`config.mk`:
```
export PLATFORM = sky130hd
export DESIGN_NAME = lik_isqrt
export DESIGN_NICKNAME = d
export VERILOG_FILES = /design/src/sv/lik_isqrt.sv
export SDC_FILE = /design/constraint.sdc
export NUM_CORES = 2
export LEC_CHECK = 0
export BUFFER_PORTS_ARGS = -buffer_cell sky130_fd_sc_hd__buf_2
export CORE_ASPECT_RATIO = 1.4
export CORE_UTILIZATION = 35
export CTS_BUF_LIST = sky130_fd_sc_hd__clkbuf_8
export CTS_CLUSTER_DIAMETER = 50
export CTS_CLUSTER_SIZE = 25
export DETAILED_ROUTE_END_ITERATION = 7
export GPL_TIMING_DRIVEN = 0
export SLEW_MARGIN = 20
export SYNTH_ARGS = -nofsm -noshare
export SYNTH_HDL_FRONTEND = slang
export SYNTH_SLANG_ARGS = --single-unit
```
`constraint.sdc`:
```
create_clock -name i_clk -period 4.2 [get_ports i_clk]
set_input_delay 0.21 -clock i_clk [delete_from_list [all_inputs] [get_ports i_clk]]
set_output_delay 0.21 -clock i_clk [all_outputs]
set_load 0.02 [all_outputs]
```
`src/sv/lik_isqrt.sv`:
```
// Pipelined floor integer square root, one result bit per stage.
module lik_isqrt #(
    parameter int IN_W = 48
) (
    input  logic              i_clk,
    input  logic [IN_W-1:0]   i_val,
    output logic [IN_W/2-1:0] o_root
);

    localparam int N = IN_W / 2;
    localparam logic [IN_W-1:0] ONE = {{(IN_W-1){1'b0}}, 1'b1};

    logic [IN_W-1:0] r_v   [N];
    logic [IN_W-1:0] r_res [N];

    // One digit-pair step: returns {remainder, root}
    function automatic logic [2*IN_W-1:0] sq_step(input logic [IN_W-1:0] v,
                                                  input logic [IN_W-1:0] res,
                                                  input int k);
        logic [IN_W-1:0] bitv;
        logic [IN_W-1:0] cand;
        bitv = ONE << (IN_W - 2 - 2 * k);
        cand = res + bitv;
        if (v >= cand) begin
            return {v - cand, (res >> 1) + bitv};
        end
        return {v, res >> 1};
    endfunction

    // Advance every stage each cycle
    always_ff @(posedge i_clk) begin
        {r_v[0], r_res[0]} <= sq_step(i_val, '0, 0);
        for (int k = 1; k < N; k++) begin
            {r_v[k], r_res[k]} <= sq_step(r_v[k-1], r_res[k-1], k);
        end
    end

    assign o_root = r_res[N-1][N-1:0];

endmodule

```
* Yosys cells after proc, flatten, opt, wreduce, memory -nomap -nowiden
Cells that the tools add are included.
Widths: inputs -> output; s select.
** Word-level totals
- Word-level logic and storage cells :: 235
- Output and inout bits :: 24
- Bits in registers :: 2185
- Bits of input ports :: 49
** Operators by class
- Multiplexer cells :: 72
- Add/sub/neg operators :: 69
- $lt $le $gt $ge :: 24
** Operators with widths (count)
- $mux 96 :: 46
- $ge 48x48->1 :: 23
- $sub 48x48->48 :: 22
- $add 47x11->48 const B :: 1
- $add 47x13->48 const B :: 1
- $add 47x15->48 const B :: 1
- $add 47x17->48 const B :: 1
- $add 47x19->48 const B :: 1
- $add 47x21->48 const B :: 1
- $add 47x23->48 const B :: 1
- $add 47x25->48 const B :: 1
- $add 47x27->48 const B :: 1
- $add 47x29->48 const B :: 1
- $add 47x3->48 const B :: 1
- $add 47x31->48 const B :: 1
- $add 47x33->48 const B :: 1
- $add 47x35->48 const B :: 1
- $add 47x37->48 const B :: 1
- $add 47x39->48 const B :: 1
- $add 47x41->48 const B :: 1
- $add 47x43->48 const B :: 1
- $add 47x45->48 const B :: 1
- $add 47x5->48 const B :: 1
- $add 47x7->48 const B :: 1
- 29 further kinds :: 53

* Longest topological paths before layout
- Word-level depth :: 4
- Depth in mapped cells :: 13
- Gate-level depth less buffers :: 12

* Worst setup path before layout
Ideal clock, no wire load.
- Path type :: reg2reg
- From :: reg r_res[216] in the netlist's numbering
- To :: reg r_v[189] in the netlist's numbering
- Setup time :: 0.118 ns
- Data required time :: 4.082 ns
- Slack :: 1.195 ns
- Cell stages (with the launch flop) :: 14
- Clock period less this slack :: 3.005 ns
- Arrival :: 2.887 ns
- Path buffers :: 2
- Path through :: dfxtp_1 inv_1 ha_1 clkbuf_1 and4_1 nand2_1 nor4_1 nor4_1 a21boi_1 or4_1 clkbuf_1 nor3_2 nand2_1 xnor2_1
** Between the ends
- Cells in the longest elaborated chain, start to end :: 4
- Elaborated cells on any way between the ends :: 6
- Classes of those cells :: 2 x add/sub; 1 x order compare; 3 x mux
** RTL lines
- start: declaration :: line 14 : logic [IN_W-1:0] r_res [N];
- start signal: indexed assignment :: line 34 : {r_v[k], r_res[k]} <= sq_step(r_v[k-1], r_res[k-1], k);
- $add 48x7->48 (*) :: line 23 : cand = res + bitv;
- $sub 48x48->48 / $ge 48x48->1 (equally long branches) :: line 25, 24
- $mux 96 / $mux 1 (equally long branches) :: line 24 : if (v >= cand) begin
- $mux 96 (*) :: line 27 : return {v, res >> 1};
- end signal: indexed assignment :: line 34
- end: declaration :: line 13 : logic [IN_W-1:0] r_v [N];
Mark *: on every way between the ends. The rest lies on a longest branch, timed or not. The select of a mux whose other input is x is not followed.
A chain may end at the register's enable or synchronous reset.

* Worst setup path in the final report
- From :: reg r_res[264] in the netlist's numbering
- To :: reg r_v[238] in the netlist's numbering
** Between the ends
- Cells in the longest elaborated chain, start to end :: 4
- Elaborated cells on any way between the ends :: 6
- Classes of those cells :: 2 x add/sub; 1 x order compare; 3 x mux
** RTL lines (line)
- $add 48x9->48 (*) :: 23
- $sub 48x48->48 / $ge 48x48->1 (equally long branches) :: 25, 24
- $mux 96 / $mux 1 (equally long branches) :: 24
- $mux 96 (*) :: 27
Marked as above.

==> impl_metrics.json <==
{
  "outcome": "completed",
  "hold_violations": 0,
  "cts_tree": "done",
  "critPathArrivalTime_ps": 4830,
  "dp_hpwl_microns": 98430,
  "fin_nets": 5867,
  "clock_skew_ps": 78.02,
  "cts_inserted_buffers": 118,
  "syn-instance-count": 5208,
  "fin_crit_ps": 4033,
  "globalplace.congestion": 0.9199,
  "die_h_microns": 461,
  "cp_cell_sequence": "inv_1, ha_1, or3b_2, nor4_4, nand4_1, nand3_1, a211o_1, nand2_1, a311oi_2, nor3b_1, xor2_1",
  "final_cell_mix": "dfxtp_1 (1404), inv_1 (410), nand2_1 (324)",
  "viasPerCell": 4.872,
  "initial_core_util": 0.3524,
  "cts_sinks": 1404,
  "wl_microns": 123700,
  "route.detailed.drc": 0,
  "crit_path_start_kind": "flop",
  "synth_area_sq_um": 52670,
  "die_area_sq_um": 152100,
  "grt_overflow": 0,
  "leakage_nw": 26.65,
  "fmax_mhz": 248.0,
  "cts_root_buf": "clkbuf_8",
  "num_rows": 168,
  "maxSlewViolCount": 0,
  "grt_pass1_vias": 38990,
  "antenna_found_initial": 2,
  "ys_seq_elements": 1404,
  "worst_slack_ps": 167.4,
  "core_sq_um": 149500,
  "fin_crit_sh": 0.9601,
  "drive_gt1_frac": 0.07597,
  "insertion_delay_ps": 880,
  "wl_per_cell_microns": 16.39,
  "irDropWorstVdd_mv": 0.3937,
  "ant_nets": 0,
  "port_buffers": 72,
  "ys.flop_type": "dfxtp_1",
  "synthArstFlopShare": 0,
  "layout_commonest_cell": "dfxtp_1",
  "grt_usage": 0.1626,
  "syn2layout_area_growth_pct": 12.76,
  "place_ws_ps": -428.3,
  "die_w_microns": 329.9,
  "grt_pass1_wl_microns": 194000,
  "rsz0062_at_grt": "no",
  "post_synth.cell_area_avg_sq_um": 10.11,
  "ys_warn_count": 0,
  "setup-violations-final": 0,
  "synth_edf_count": 0,
  "crit_type": "flop to flop",
  "vias": 36780,
  "p_per_area_nw_per_um2": 641.2,
  "synth_nets": 5579,
  "initialDrtViolationCount": 1334,
  "ys_types": 85,
  "fin_util": 0.3974,
  "endpoint_kind": "flop",
  "hold_class": "input pin to flop",
  "clock_path_buffers": 3,
  "slowest_delay_ps": 510,
  "cts.clk_slew.worst_paths_ps": 130,
  "timing.hold.ws_ps": 258.6,
  "crit_path_max_fanout": 7,
  "crit_required_ps": 4990,
  "max_cap_viol_count": 0,
  "ioPinCount": 73,
  "relSlewSlack": 0.2596,
  "htreeDepth": 3,
  "tightest_slew_ps": 1100,
  "cpMaxStageDelayCell": "or3b_2",
  "ys_seq_area_frac": 0.5336,
  "grt_max_degree": 26,
  "drt_first_pass_iters": 5
}
[metal layers]
layer / global-route usage / share of wire / vias up
li1: - / - / 18670
met2: 0.3696 / 0.62 / 659
met3: 0.01959 / 0.025 / 381
met4: 0.1077 / 0.066 / 0
met5: 0 / 0 / -
met1: 0.1138 / 0.29 / 17080
[critical path: cells and delay by family, from the launching register on]
family,cells,cell delay (ps)
AND/OR/NAND/NOR,6,2160
AO/OA/AOI/OAI,2,800
adder cells (fa/ha/maj),1,460
flip-flops,1,340
XOR/XNOR,1,160
buffers and inverters,1,50
[sequential cells by signal (all words and copies together), names as in the netlist]
signal / count
r_res: 276
o_root: 24
r_v: 1104
[layout make-up]
class                   instances  area, sq um
clock buffers                 126         1734
fillers                     14530        90060
inverters                     404         1516
repair buffers                170         1333
clock inverters                92         1121
multi-input cells            3298        22650
well taps                    1955         2446
diodes                          1        2.502
flip-flops and latches       1404        28110
plain buffers                 100        483.0
[cells by family after synthesis]
logic type | after synthesis | share of synthesized area
and+or+nand+nor | 1469 | 0.1451
muxes | 65 | 0.01361
xor gates and xnor gates | 476 | 0.07915
adders and majority gates | 322 | 0.07649
buffers and inverters | 506 | 0.03801
AOI/OAI and AO/OA | 966 | 0.1140
DFF | 1404 | 0.5336
[through the flow]
stage	total power, mW	setup TNS (ps)	cell area, sq um	cells
detailed placement	29.54	-10950	55510	7236
global placement	29.30	-27610	55480	7235
floorplan	26.56	0	52670	5208
finish	38.08	0	59390	7550
CTS	38.38	0	59370	7550
global route	40.54	0	59390	7550
[report_power, final]
group          internal (mW)  switching (mW)
sequential              16.4            2.18
clock                   3.76            4.96
combinational           4.84            5.91
total                   25.0            13.1
[final timing paths]
check        slack, ps    endpoint  startpoint  cells past startpoint
max                170    r_v[238]  r_res[264]                     11
min                260   r_v[1150]   i_val[46]                      4
max reg2reg        170    r_v[238]  r_res[264]                     11
min reg2reg        310  r_res[513]  r_res[562]                      0
[cell usage after synthesis, types with 23 or more instances]
master | number | share of area
a211oi_1 | 26 | 0.0037
o21a_1 | 67 | 0.0095
o21bai_1 | 29 | 0.0041
nor4b_1 | 23 | 0.0038
dfxtp_1 | 1404 | 0.53
nor3_1 | 130 | 0.012
a21o_1 | 105 | 0.015
a21oi_1 | 301 | 0.029
ha_1 | 322 | 0.076
nand2_1 | 324 | 0.023
nor2b_1 | 48 | 0.0057
nand3_1 | 79 | 0.0075
buf_4 | 24 | 0.0034
xor2_1 | 226 | 0.038
or3_1 | 57 | 0.0068
nand4_1 | 78 | 0.0093
or4_1 | 32 | 0.0046
inv_1 | 403 | 0.029
o31ai_1 | 26 | 0.0037
xnor2_1 | 250 | 0.042
mux2_2 | 53 | 0.011
clkbuf_1 | 59 | 0.0042
nand2b_1 | 66 | 0.0078
nor2_1 | 302 | 0.022
nor4_1 | 201 | 0.024
o21ai_0 | 257 | 0.024
[timing repair]
item	in CTS	in global routing
setup endpoints to repair	66	36
resized for setup	9	4
setup buffers	0	1
pin swaps	0	2
hold endpoints to repair	49	0
gates cloned	0	0
hold buffers	96	0
(Power assumes the default switching activity.)
