**src/sv/lik_pkg.sv**
```systemverilog
// Shared widths, angle constants and the CORDIC arctangent table for the leg IK pipeline.
package lik_pkg;

    // Default number of CORDIC micro-rotations
    localparam int CORDIC_STEPS_DEF = 16;

    // Field widths
    localparam int COORD_W = 16;
    localparam int LEN_W   = 14;
    localparam int FRAC_SH = 8;
    localparam int COXA_W  = 16;
    localparam int FEMUR_W = 17;
    localparam int TIBIA_W = 15;

    // Angles in units of 2^-16 degree
    localparam int ANG_W = 26;
    localparam logic signed [ANG_W-1:0] ANG_45  = 26'sd2949120;
    localparam logic signed [ANG_W-1:0] ANG_90  = 26'sd5898240;
    localparam logic signed [ANG_W-1:0] ANG_180 = 26'sd11796480;

    // Ratio (acos argument) format, Q30 signed
    localparam int Q_FRAC = 30;
    localparam int RAT_W  = 32;
    localparam logic signed [RAT_W-1:0] Q_ONE = RAT_W'(1) << Q_FRAC;

    // Law-of-cosines numerator and denominator widths
    localparam int NUM_W = 51;
    localparam int DEN_W = 49;

    // Rounding to 0.01 degree and the out-of-reach femur angle
    localparam int CENTI_SCALE = 100;
    localparam int ROUND_HALF  = 32768;
    localparam int ROUND_SH    = 16;
    localparam logic signed [FEMUR_W-1:0] FEMUR_FALLBACK = 17'sd9000;

    // Configuration register indexes
    typedef enum logic [1:0] {
        CFG_COXA  = 2'd0,
        CFG_FEMUR = 2'd1,
        CFG_TIBIA = 2'd2
    } t_cfg_idx;

    // atan(2^-i) in units of 2^-16 degree
    function automatic logic signed [ANG_W-1:0] lik_atan(input int idx);
        logic signed [ANG_W-1:0] val;
        case (idx)
            0:  val = 26'sd2949120;
            1:  val = 26'sd1740967;
            2:  val = 26'sd919879;
            3:  val = 26'sd466945;
            4:  val = 26'sd234379;
            5:  val = 26'sd117304;
            6:  val = 26'sd58666;
            7:  val = 26'sd29335;
            8:  val = 26'sd14668;
            9:  val = 26'sd7334;
            10: val = 26'sd3667;
            11: val = 26'sd1833;
            12: val = 26'sd917;
            13: val = 26'sd458;
            14: val = 26'sd229;
            15: val = 26'sd115;
            16: val = 26'sd57;
            17: val = 26'sd29;
            18: val = 26'sd14;
            19: val = 26'sd7;
            20: val = 26'sd4;
            21: val = 26'sd2;
            22: val = 26'sd1;
            default: val = '0;
        endcase
        return val;
    endfunction

endpackage

```
**src/sv/lik_cordic.sv**
```systemverilog
// Pipelined vectoring CORDIC giving atan2(y, x) in 2^-16 degree units.
module lik_cordic import lik_pkg::*; #(
    parameter int W_IN  = 16,
    parameter int STEPS = CORDIC_STEPS_DEF
) (
    input  logic                    i_clk,
    input  logic signed [W_IN-1:0]  i_y,
    input  logic signed [W_IN-1:0]  i_x,
    output logic signed [ANG_W-1:0] o_angle
);

    localparam int W = W_IN + 3;

    logic signed [W-1:0]     r_x    [STEPS+1];
    logic signed [W-1:0]     r_y    [STEPS+1];
    logic signed [ANG_W-1:0] r_ang  [STEPS+1];
    logic                    r_zero [STEPS+1];

    logic signed [W-1:0] xe;
    logic signed [W-1:0] ye;

    assign xe = W'(i_x);
    assign ye = W'(i_y);

    // Fold the left half plane onto the right, then rotate toward y = 0
    always_ff @(posedge i_clk) begin
        r_zero[0] <= (i_x == '0) && (i_y == '0);
        if (xe < 0) begin
            if (ye >= 0) begin
                r_x[0]   <= ye;
                r_y[0]   <= -xe;
                r_ang[0] <= ANG_90;
            end else begin
                r_x[0]   <= -ye;
                r_y[0]   <= xe;
                r_ang[0] <= -ANG_90;
            end
        end else begin
            r_x[0]   <= xe;
            r_y[0]   <= ye;
            r_ang[0] <= '0;
        end
        for (int i = 0; i < STEPS; i++) begin
            r_zero[i+1] <= r_zero[i];
            if (r_y[i] >= 0) begin
                r_x[i+1]   <= r_x[i] + (r_y[i] >>> i);
                r_y[i+1]   <= r_y[i] - (r_x[i] >>> i);
                r_ang[i+1] <= r_ang[i] + lik_atan(i);
            end else begin
                r_x[i+1]   <= r_x[i] - (r_y[i] >>> i);
                r_y[i+1]   <= r_y[i] + (r_x[i] >>> i);
                r_ang[i+1] <= r_ang[i] - lik_atan(i);
            end
        end
    end

    // The origin maps to zero
    assign o_angle = r_zero[STEPS] ? '0 : r_ang[STEPS];

endmodule

```
**config.mk**
```make
export PLATFORM = sky130hd
export DESIGN_NAME = lik_cordic
export DESIGN_NICKNAME = d
export VERILOG_FILES = /design/src/sv/lik_pkg.sv /design/src/sv/lik_cordic.sv
export SDC_FILE = /design/constraint.sdc
export NUM_CORES = 2
export LEC_CHECK = 0
export BUFFER_PORTS_ARGS = -buffer_cell sky130_fd_sc_hd__buf_2
export CORE_ASPECT_RATIO = 0.7
export CORE_MARGIN = 2
export CORE_UTILIZATION = 65
export CTS_CLUSTER_SIZE = 8
export DETAILED_ROUTE_END_ITERATION = 8
export PLACE_DENSITY = 0.82
export RECOVER_POWER = 50
export SYNTH_ARGS = -nofsm -noshare
export SYNTH_HDL_FRONTEND = slang
export SYNTH_SLANG_ARGS = --single-unit
```
**constraint.sdc**
```tcl
create_clock -name i_clk -period 6.8 [get_ports i_clk]
set_clock_uncertainty 0.05 [all_clocks]
set_input_delay 1.02 -clock i_clk [delete_from_list [all_inputs] [get_ports i_clk]]
set_output_delay 1.02 -clock i_clk [all_outputs]
set_load 0.005 [all_outputs]
```
# Word-level counts from Yosys, hierarchy flattened
# Memory sizes are Yosys's and may differ from the RTL's.
# Cells that the tools add are included.
[classes]
add_sub_neg = 97
order_cmp = 18
mux = 142
bitwise = 54
n_reduce_logical = 3
[ops]
columns = ["cell", "count"]
rows = [
  ["$mux W26", 51],
  ["$mux W19", 36],
  ["$add A26 B26 Y26", 16],
  ["$sub A26 B26 Y26", 16],
  ["$ge A19 B1 Y1 const B", 16],
  ["$mux W1", 55],
  ["$or A1 B1 Y1", 54],
  ["$add A19 B10 Y19", 2],
  ["$add A19 B11 Y19", 2],
  ["$add A19 B12 Y19", 2],
  ["$add A19 B13 Y19", 2],
  ["$add A19 B14 Y19", 2],
  ["$add A19 B15 Y19", 2],
  ["$add A19 B16 Y19", 2],
  ["$add A19 B17 Y19", 2],
  ["$add A19 B18 Y19", 2],
  ["$add A19 B4 Y19", 2],
  ["$add A19 B5 Y19", 2],
  ["$add A19 B6 Y19", 2],
  ["$add A19 B7 Y19", 2],
  ["$add A19 B8 Y19", 2],
  ["$add A19 B9 Y19", 2],
  ["$neg A16 Y19", 2],
  ["$sub A19 B10 Y19", 2],
  ["20 further kinds", 36],
]
[totals]
reg_bits = 0
ramBits = 1105
inputBits = 33
out_inout_bits = 26
elab_cells = 318
memories = 4
[mem_list]
columns = ["name", "words", "width", "read_ports", "rd_ports_with_merged_regs", "write_ports", "line", "rtl"]
rows = [
  ["r_ang", 17, 26, 17, 0, 17, "lik_cordic.sv:16", "logic signed [ANG_W-1:0] r_ang [STEPS+1];"],
  ["r_x", 17, 19, 16, 0, 17, "lik_cordic.sv:14", "logic signed [W-1:0] r_x [STEPS+1];"],
  ["r_y", 17, 19, 16, 0, 17, "lik_cordic.sv:15", "logic signed [W-1:0] r_y [STEPS+1];"],
  ["r_zero", 17, 1, 17, 0, 17, "lik_cordic.sv:17", "logic r_zero [STEPS+1];"],
]

# Longest topological paths before layout
[logic_depth]
ltp_word = 6
depth_mapped = 18
ltp_nobuf = 18

# Worst setup path after synthesis
# No wires, ideal clock.
[synth_path]
kind = "register to register"
start = "mem r_y[11][18] (netlist name)"
end = "mem r_y[12][18] (netlist name)"
arrival_time_ns = 3.816
required_time_ns = 6.625
path_slack_ns = 2.809
stages_incl_launch_ff = 14
path_buffers = 2
synth_period_minus_slack_ns = 3.991
path_cell_list = "dfxtp_1 -> clkbuf_1 -> buf_1 -> mux2i_1 -> fa_1 -> a21o_1 -> a21oi_2 -> o22ai_1 -> o41ai_2 -> o211ai_1 -> or4_1 -> a31oi_1 -> a21oi_1 -> xor2_1"
[synth_lines]
columns = ["item", "line"]
rows = [
  ["start: declaration", "lik_cordic.sv:15"],
]

==> metrics.cfg <==
[worst_setup_path]
worstSetupPathType = flop to flop
crit_arrival_ns = 5.68
worstPathRequired_ns = 7.36
cp_max_fo = 43
endpoint_kind = flop
critPathLaunchType = flop

[run]
drv_cap = 5

[floorplan]
ios = 59
dieArea_um2 = 103000
die_w_um = 382
start_util_pct = 65.2
coreArea_um2 = 99600
rows = 97
die_h_um = 269

[logic_synthesis]
yosys.area.top_type = dfxtp_1
synthArstFlopShare_pct = 0
synth_ff_type = dfxtp_1
synthSimpleGateAreaFrac_pct = 14.0
ys_ff_latch = 946
synth-xor-area-share_pct = 13.5
synthAdderAreaFrac_pct = 19.0
muxShareOfSynthArea_pct = 0.533
ys_seq_area_share_pct = 29.8
synth_edf_count = 41
synth_top_family_by_area = compound AO/OA/AOI/OAI gates
synth.top_cell.area_share_pct = 27.9
ys_top_cells_by_area = dfxtp_1 28%, ha_1 18%, xnor2_1 8.9%, a21oi_1 5.4%, xor2_1 4.5%
ys_types = 88
synth.cell_area_um2 = 65000
synth_area_per_cell_um2 = 8.81
syn_inst = 7376
yosys_warnings = 0
synth_compound_area_share_pct = 20.6

[sta]
finalCriticalPeriod_ns = 5.12
finalHoldViolCount = 0
setup_ws_ns = 1.68
tightest_slew_ns = 2.80
rsz0062_at_grt = false
fin_tns_setup_ns = 0
slew_viol_final = 240
setup_viol = 0
slew_headroom_pct = -86.7
fmax_mhz = 195
fin_crit_sh_pct = 75.2

[clock_tree]
clkSinkCount = 946
cts_setup_buffers = 0
clk_pin_slew_worst_paths_ns = 0.05
numCtsBuffers = 136
cts_tree = built
cts_resized = 0
clkLatencyLatePin_ns = 0.75
root_buffer = clkbuf_16
hold_buffers = 0
clock_path_buffers = 3
htreeDepth = 4

[routing]
drtIter0Drc = 4088
drc_errors = 0
totalWireLength_um = 149000
vias = 53400
drt-wirelength-per-cell_um = 16.7
vias_per_cell = 5.96
ant_nets = 0
dr.pass1.iters = 6

[cells_and_area]
fin_util_pct = 71.0
drive_above_1_share_pct = 3.37
seq_area_um2 = 19300
fillCellCount = 7674
postLayoutCellArea_um2 = 70700
area_growth_pct = 8.83
multi_input_area_um2 = 44400
antenna_cells = 0
fin_nets = 8600

[grt]
grtUsageTotal_pct = 28.4
grt_max_degree = 73
antenna_found_initial = 1
grt_overflow = 0
grt_pass1_wl_um = 247000
grt_pass1_vias = 50700

[placement]
place_ws_ns = 2.71
gp_congestion = 0.913
placed_cell_area_um2 = 67200
hpwl_um = 115000
io_buffer_count = 57

[outcome]
outcome = finished, violations left
violations = capacitance limit, slew limit

[worst_hold_path]
hold_class = flop to flop

[Yosys cell counts (11+ instances only)]
cell type and instances:
ha_1 924, dfxtp_1 905, a21oi_1 704, xnor2_1 664
nor2_1 587, nand2_1 383, inv_1 359, o21ai_0 346
xor2_1 337, a21o_1 285, nor3_1 162, nand3_1 138
nor2b_1 133, o21a_1 125, o21bai_1 122, o31ai_1 110
nand2b_1 103, clkbuf_1 93, or3_1 80, and3_1 68
a31oi_1 55, nor4_1 50, a211oi_1 43, edfxtp_1 41
o41ai_1 41, nand4_1 40, fa_1 39, o211ai_1 39
a21boi_0 29, mux2i_1 29, or4_1 28, and2_1 27
or2_2 25, a31o_2 21, and4_1 18, o2111ai_1 14
a2111oi_0 12, a221o_1 11, a41oi_1 11
[logic make-up (layout without fill, tap and decap cells)]
family	Yosys count	after routing
multiplexers	34	34
flip-flops	946	946
adder cells (fa/ha/maj)	963	963
buffers and inverters	463	595
XOR/XNOR	1001	1001
other	2	120
AND/OR/NAND/NOR	1877	1877
AO/OA/AOI/OAI	2090	2090
[layer usage]
metal / GRT usage (%) / share of wire, %
met1: 40.1 / 48
met2: 45.5 / 44
met5: 0 / 0
met4: 8.28 / 1.8
met3: 3.82 / 5.8
[path summary, 6_finish.rpt]
| kind | startpoint | endpoint | slack [ns] | cells after the start |
|---|---|---|---|---|
| worst max register to register | r_y[1][18] | r_y[2][18] | 1.68 | 14 |
| worst min-delay path | r_zero[0][15] | r_zero[1][0] | 0.27 | 0 |
| worst max-delay path | r_y[1][18] | r_y[2][18] | 1.68 | 14 |
| worst min register to register | r_zero[0][15] | r_zero[1][0] | 0.27 | 0 |
[layout by cell type (no fill, tap or decap), drive strengths merged, types with 27 or more instances in the layout]
cell type | synthesis | layout
ha | 924 | 924
dfxtp | 905 | 905
a21oi | 705 | 705
xnor2 | 664 | 664
nor2 | 588 | 588
nand2 | 383 | 383
inv | 359 | 363
o21ai | 350 | 350
xor2 | 337 | 337
a21o | 285 | 285
clkbuf | 93 | 189
nor3 | 163 | 163
nand3 | 138 | 138
nor2b | 133 | 133
o21a | 125 | 125
o21bai | 122 | 122
conb | 2 | 120
o31ai | 110 | 110
nand2b | 103 | 103
or3 | 81 | 81
and3 | 68 | 68
a31oi | 55 | 55
nor4 | 50 | 50
o41ai | 45 | 45
a211oi | 43 | 43
edfxtp | 41 | 41
nand4 | 40 | 40
o211ai | 39 | 39
fa | 39 | 39
buf | 9 | 36
a21boi | 29 | 29
mux2i | 29 | 29
or4 | 29 | 29
and2 | 27 | 27
[state kept, by name, summed over array words and instances (netlist names)]
name and cells:
r_zero 17, r_ang 373, r_y 286, r_x 270
[cell type report]
class,count,area share (%)
Timing Repair Buffer,74,0.474
Sequential cell,946,27.3
Clock buffer,151,5.05
Clock inverter,9,0.149
Tap cell,1336,2.36
Inverter,361,1.92
Multi-Input combinational cell,6085,62.7
[metrics by stage]
stage               hold WS [ns]  std cells
floorplan                  0.260       7494
global placement           0.260       8802
detailed placement         0.262       8802
CTS                        0.269       8962
global route               0.272       8962
finish                     0.270       8962
[critical path: stages, from the launching register on]
cell and delay, ns:
dfxtp_1 0.30, clkbuf_1 1.39, inv_1 0.66, nor2_1 0.28, xnor2_1 0.15, ha_1 0.28
a21o_1 0.20, a21oi_1 0.22, nor2b_1 0.08, nor2_1 0.13, o21ai_0 0.20, a21oi_1 0.30
o21ai_0 0.19, o41ai_1 0.39, xnor2_1 0.14
Power is not shown: default switching activity piles up to over one toggle a cycle in this logic, so the estimate is an artifact.
